$ cat src/rtl/core/spe_pkg.sv
// Package for the shortest path engine: sizes, command and status codes, FSM state type.
// No dependencies.
`timescale 1ns / 1ps
package spe_pkg;
   localparam int NodeCapacityDefault = 64;
   localparam int EdgeCapacityDefault = 1024;
   localparam int WeightBitsDefault   = 16;
   localparam int LengthBitsDefault   = 24;

   localparam int KeyBits    = 32;
   localparam int CmdBits    = 3;
   localparam int StatusBits = 3;
   localparam int InWeightBits = 16;
   localparam int InSlotBits = 6;
   localparam int OutLenBits = 24;
   localparam int CountBits  = 7;

   localparam logic [CmdBits-1:0] CMD_CLEAR = 3'd0;
   localparam logic [CmdBits-1:0] CMD_ADD_NODE = 3'd1;
   localparam logic [CmdBits-1:0] CMD_ADD_EDGE = 3'd2;
   localparam logic [CmdBits-1:0] CMD_RUN = 3'd3;
   localparam logic [CmdBits-1:0] CMD_READ = 3'd4;

   localparam logic [StatusBits-1:0] ST_OK = 3'd0;
   localparam logic [StatusBits-1:0] ST_DUPLICATE = 3'd1;
   localparam logic [StatusBits-1:0] ST_NOT_FOUND = 3'd2;
   localparam logic [StatusBits-1:0] ST_NODE_FULL = 3'd3;
   localparam logic [StatusBits-1:0] ST_EDGE_FULL = 3'd4;
   localparam logic [StatusBits-1:0] ST_EMPTY = 3'd5;

   typedef enum logic [4:0] {
      S_IDLE,
      S_LOOK_A,     // scan key table for node_key
      S_LOOK_B,     // scan key table for other_key
      S_EDGE_WR1,
      S_EDGE_WR2,
      S_INIT,       // reset per-node run state for all slots
      S_MIN,        // scan nodes for least unvisited finite distance
      S_EDGE_RD,    // stream all edge slots, relaxing those of the extracted node
      S_EDGE_CHK,
      S_READ,
      S_READ2,
      S_RESP
   } state_type;
endpackage

$ cat src/rtl/core/spe_node_mem.sv
// Node memory: key table plus per-node run state (length, finite, done, predecessor).
// Depends on spe_pkg.
`timescale 1ns / 1ps
module spe_node_mem
   import spe_pkg::*;
#(
   parameter int NodeCapacity = NodeCapacityDefault,
   parameter int LengthBits = LengthBitsDefault,
   localparam int SlotBits = $clog2(NodeCapacity)
) (
   input  logic                  clock,
   input  logic                  key_we,
   input  logic [SlotBits-1:0]   key_addr,
   input  logic [KeyBits-1:0]    key_wdata,
   output logic [KeyBits-1:0]    key_rdata,
   input  logic                  run_we,
   input  logic [SlotBits-1:0]   run_waddr,
   input  logic [LengthBits+SlotBits+2:0] run_wdata,
   input  logic [SlotBits-1:0]   run_raddr,
   output logic [LengthBits+SlotBits+2:0] run_rdata
);
   // run word: {len, finite, done, has_prev, prev}
   logic [KeyBits-1:0] key_mem [NodeCapacity];
   logic [LengthBits+SlotBits+2:0] run_mem [NodeCapacity];

   always_ff @(posedge clock) begin
      if (key_we) key_mem[key_addr] <= key_wdata;
      key_rdata <= key_mem[key_addr];
   end

   always_ff @(posedge clock) begin
      if (run_we) run_mem[run_waddr] <= run_wdata;
      run_rdata <= run_mem[run_raddr];
   end
endmodule

$ cat config.mk
export PLATFORM = sky130hd
export DESIGN_NAME = spe_node_mem
export DESIGN_NICKNAME = d
export VERILOG_FILES = /design/src/rtl/core/spe_pkg.sv /design/src/rtl/core/spe_node_mem.sv
export SDC_FILE = /design/constraint.sdc
export NUM_CORES = 2
export LEC_CHECK = 0
export BUFFER_PORTS_ARGS = -buffer_cell sky130_fd_sc_hd__clkbuf_2
export CAP_MARGIN = 40
export CORE_ASPECT_RATIO = 0.9
export CORE_UTILIZATION = 44
export DETAILED_ROUTE_END_ITERATION = 10
export GPL_ROUTABILITY_DRIVEN = 0
export HOLD_SLACK_MARGIN = 0.03
export PLACE_DENSITY_LB_ADDON = 0.05
export SLEW_MARGIN = 20
export SYNTH_ARGS = -nofsm -noshare
export SYNTH_HDL_FRONTEND = slang
export SYNTH_MEMORY_MAX_BITS = 65536
export SYNTH_SLANG_ARGS = --single-unit
$ cat constraint.sdc
create_clock -name clock -period 7.2 [get_ports clock]
set_input_delay 0.72 -clock clock [delete_from_list [all_inputs] [get_ports clock]]
set_output_delay 0.72 -clock clock [all_outputs]
set_load 0.005 [all_outputs]
Word level (Yosys, flattened, before mapping)
Memory sizes are Yosys's and may differ from the RTL's. A register that Yosys moved wholly into a read port is not among the register bits.
Index checks and enable logic that the tools add are counted.
Storage, ports and cells
  register bits after elaboration: 0
  latch bits: 0
  RAM bits: 4160
  ROM bits: 0
  input bits: 86
  output and inout port bits: 65
  logic and storage cells: 6
  memories kept: 2
Memory list
  run_mem: words 64, bits a word 33, read ports 1, clocked after Yosys merged registers in 1, wr ports 1, RTL line spe_node_mem.sv:24  | logic [LengthBits+SlotBits+2:0] run_mem [NodeCapacity];
  key_mem: words 64, bits a word 32, read ports 1, clocked after Yosys merged registers in 1, wr ports 1, RTL line spe_node_mem.sv:23  | logic [KeyBits-1:0] key_mem [NodeCapacity];
Cells by class
  add/subtract/negate cells: 0
  $mul: 0
  divide/modulo/power cells: 0
  magnitude comparators: 0
  equality and inequality tests: 0
  shift operators: 0
  mux-type cells: 4
  bitwise operators: 0
  reductions and logical operators: 0
Operators with widths (number)
  $mux 1: 4

Logic depth before layout (Yosys ltp)
  depth in word-level cells: 2
  mapped depth: 11
  gate-level depth less buffers: 6

Worst setup path after synthesis
OpenSTA, ideal clock, no wires.
  path type: input port to flip-flop
  start: input run_waddr[5]
  end: memory run_mem[18][0] in the netlist's numbering (enable)
  library setup time: 464 ps
  arrival time: 3652 ps
  required time: 6736 ps
  path slack: 3084 ps
  stages on the path: 4
  path buffers: 1
  path through: clkbuf_1 -> nor4bb_1 -> nand2_1 -> nor3_1
RTL lines
  start, declared: RTL line spe_node_mem.sv:17  | input logic [SlotBits-1:0] run_waddr,
  end, declared: RTL line spe_node_mem.sv:24
No word-level cell before the write port.

==> flow_summary.ini <==
[run_status]
status = finished clean

[yosys]
syn-num-nets = 7500
synthTopCellsByArea = edfxtp_1 (78%), mux4_2 (11%), mux2i_1 (1.8%)
ys_types = 60
synth_edf_count = 4160
yosysTopAreaCell = edfxtp_1
synth_area_um2 = 160000
avgSynthCellArea_um2 = 21.6
ys.flop_type = edfxtp_1
ys_seq_elements = 4225
synth.most_common_cell = edfxtp_1
synthTopCellsByCount = edfxtp_1 (4160), mux4_2 (782), nor2_1 (303)
postSynthCellCount = 7414
synth_top_cell_area_share_pct = 78.0
async_flop_share_pct = 0
yosys_warnings = 0
ys_seq_area_share_pct = 78.9

[flow_run]
drv_cap = 0

[timing]
setup-tns-final_ps = 0
finalCriticalPeriod_ps = 3730
slew-limit-headroom_pct = 31.1
fin_crit_sh_pct = 51.8
setup_viol = 0
drv_slew = 0
max_freq_ghz = 0.268
rsz0062_at_grt = false
finalHoldViolCount = 0
tightestPinTransition_ps = 1030
fin_worst_skew_ps = 44.4

[clock_network]
clock_sinks = 4225
root_buffer = clkbuf_16
postCtsSetupBuffers = 0
insertion_delay_ps = 1000
cts.clk_slew.worst_paths_ps = 60
cts_tree = yes
cts_resized = 0
cts_hold_buf = 0
cts_buffers = 430
htree_levels = 5
clock_path_buffers = 4

[global_routing]
grt-busiest-layer = met2
grt_pass1_wl_um = 685000
antenna_found_initial = 25
met2_usage_pct = 44.6
use_met3_pct = 3.88
grt_pass1_vias = 81000
met1_usage_pct = 37.2
grt_max_degree = 100
grt_overflow = 0
grtUsageTotal_pct = 27.0

[drt]
firstDrtPassIters = 5
wl_per_cell_um = 37.9
ant_nets = 0
vias = 81400
first_iter_violations = 9784
viasPerCell = 6.19
drc = 0
drt_wl_total_um = 499000

[placed_design]
dp_hpwl_um = 283000
place_inst = 12300
postPlaceCellArea_um2 = 169000
numPortBuffers = 150

[layout]
fin_area_um2 = 184000
fin_cells = 13200
nets = 8011
area_growth_pct = 14.8
drive_gt1_share_pct = 26.6
fin_util_pct = 50.9

[setup_path]
end_kind = register
crit_arrival_ps = 4580
critPathRequiredTime_ps = 8050
r2r_slack_ps = 4570
crit_path_start_kind = input pin
critPathKind = in -> reg
crit_path_max_fanout = 61

[power]
irDropWorstVdd_v = 0.000237
leakage_nw = 57.7
powerDensity_nw_per_um2 = 288
finalPower_mw = 52.8

[floorplan]
io-pin-count = 151
die_area_um2 = 366000
fp.dieW_um = 638
core-area_um2 = 361000
start_util_pct = 44.3
num_rows = 209
die_h_um = 574

[hold_path]
min_path_type = in -> reg
-- power breakdown --
group	switching [mW]	internal, mW	total, mW
sequential	0.136	27.2	27.4
clock	9.48	13.1	22.6
combinational	1.97	0.922	2.90
-- cell type report --
cell class / instances / area, um^2
multi-input combinational: 2735 / 32600
clock buffer: 527 / 11300
sequential: 4225 / 126000
timing repair buffer: 529 / 4630
tap: 4853 / 6070
antenna: 11 / 27.5
clock inverter: 267 / 2830
inverter: 4 / 30.0
fill: 28600 / 177000
-- final timing paths --
kind | startpoint | to | cells past startpoint
worst max-delay path | key_addr[2] | key_rdata[21]$_DFF_P_ | 9
worst min-delay path | key_wdata[29] | key_mem[28][29]$_DFFE_PP_ | 2
worst max register to register | key_mem[21][6]$_DFFE_PP_ | key_rdata[6]$_DFF_P_ | 6
worst min register to register | key_mem[29][22]$_DFFE_PP_ | key_rdata[22]$_DFF_P_ | 3
-- per-stage QoR --
stage,hold WS (ps),setup WS [ps]
global route,95.8,3510
finish,120,3470
floorplan,550,3080
detailed placement,631,2590
global placement,624,2580
CTS,68.1,3650
-- worst max-delay path: stages --
cell and delay, ps:
buf_8 410, buf_4 630, nor2_4 290, buf_12 260
a221oi_1 310, nor2_1 80, o21ai_0 740, nand2_1 260
or4b_1 550
-- cells by family after synthesis --
kind of cell / after synthesis / share of synthesized area, %
buffers and inverters: 454 / 1.47
DFF: 4225 / 78.9
AOI/OAI and AO/OA: 972 / 4.47
muxes: 1191 / 13.7
and+or+nand+nor: 572 / 1.54
-- layout by cell type, fill, tap and decap left out, types with 23 or more instances in the layout --
cell          n
a21oi_1     113
a221o_1      33
a221oi_1    258
a22o_1       38
a22oi_1     153
buf_12       39
buf_16       23
buf_4       304
bufinv_16    55
clkbuf_1     87
clkbuf_16   434
clkbuf_2    137
clkinv_1     98
clkinv_2     75
dfxtp_1      65
edfxtp_1   4160
mux2_2      102
mux2i_1     288
mux4_2      782
nand2_1     145
nor2_1      168
nor2_4      131
o21ai_0      99
o22ai_1     160
-- sequential cells by signal, summed over array words and instances (netlist names) --
signal	flops
run_rdata	33
key_rdata	32
key_mem	2048
run_mem	2112
-- per-layer routing --
| metal | vias to the layer above | part of all wire, % |
|---|---|---|
| met5 | - | 0.032 |
| met4 | 18 | 3.6 |
| met3 | 811 | 6.9 |
| met2 | 3659 | 49 |
| met1 | 44400 | 40 |
| li1 | 32600 | - |
Note: power is estimated with default switching activity, not from simulation.
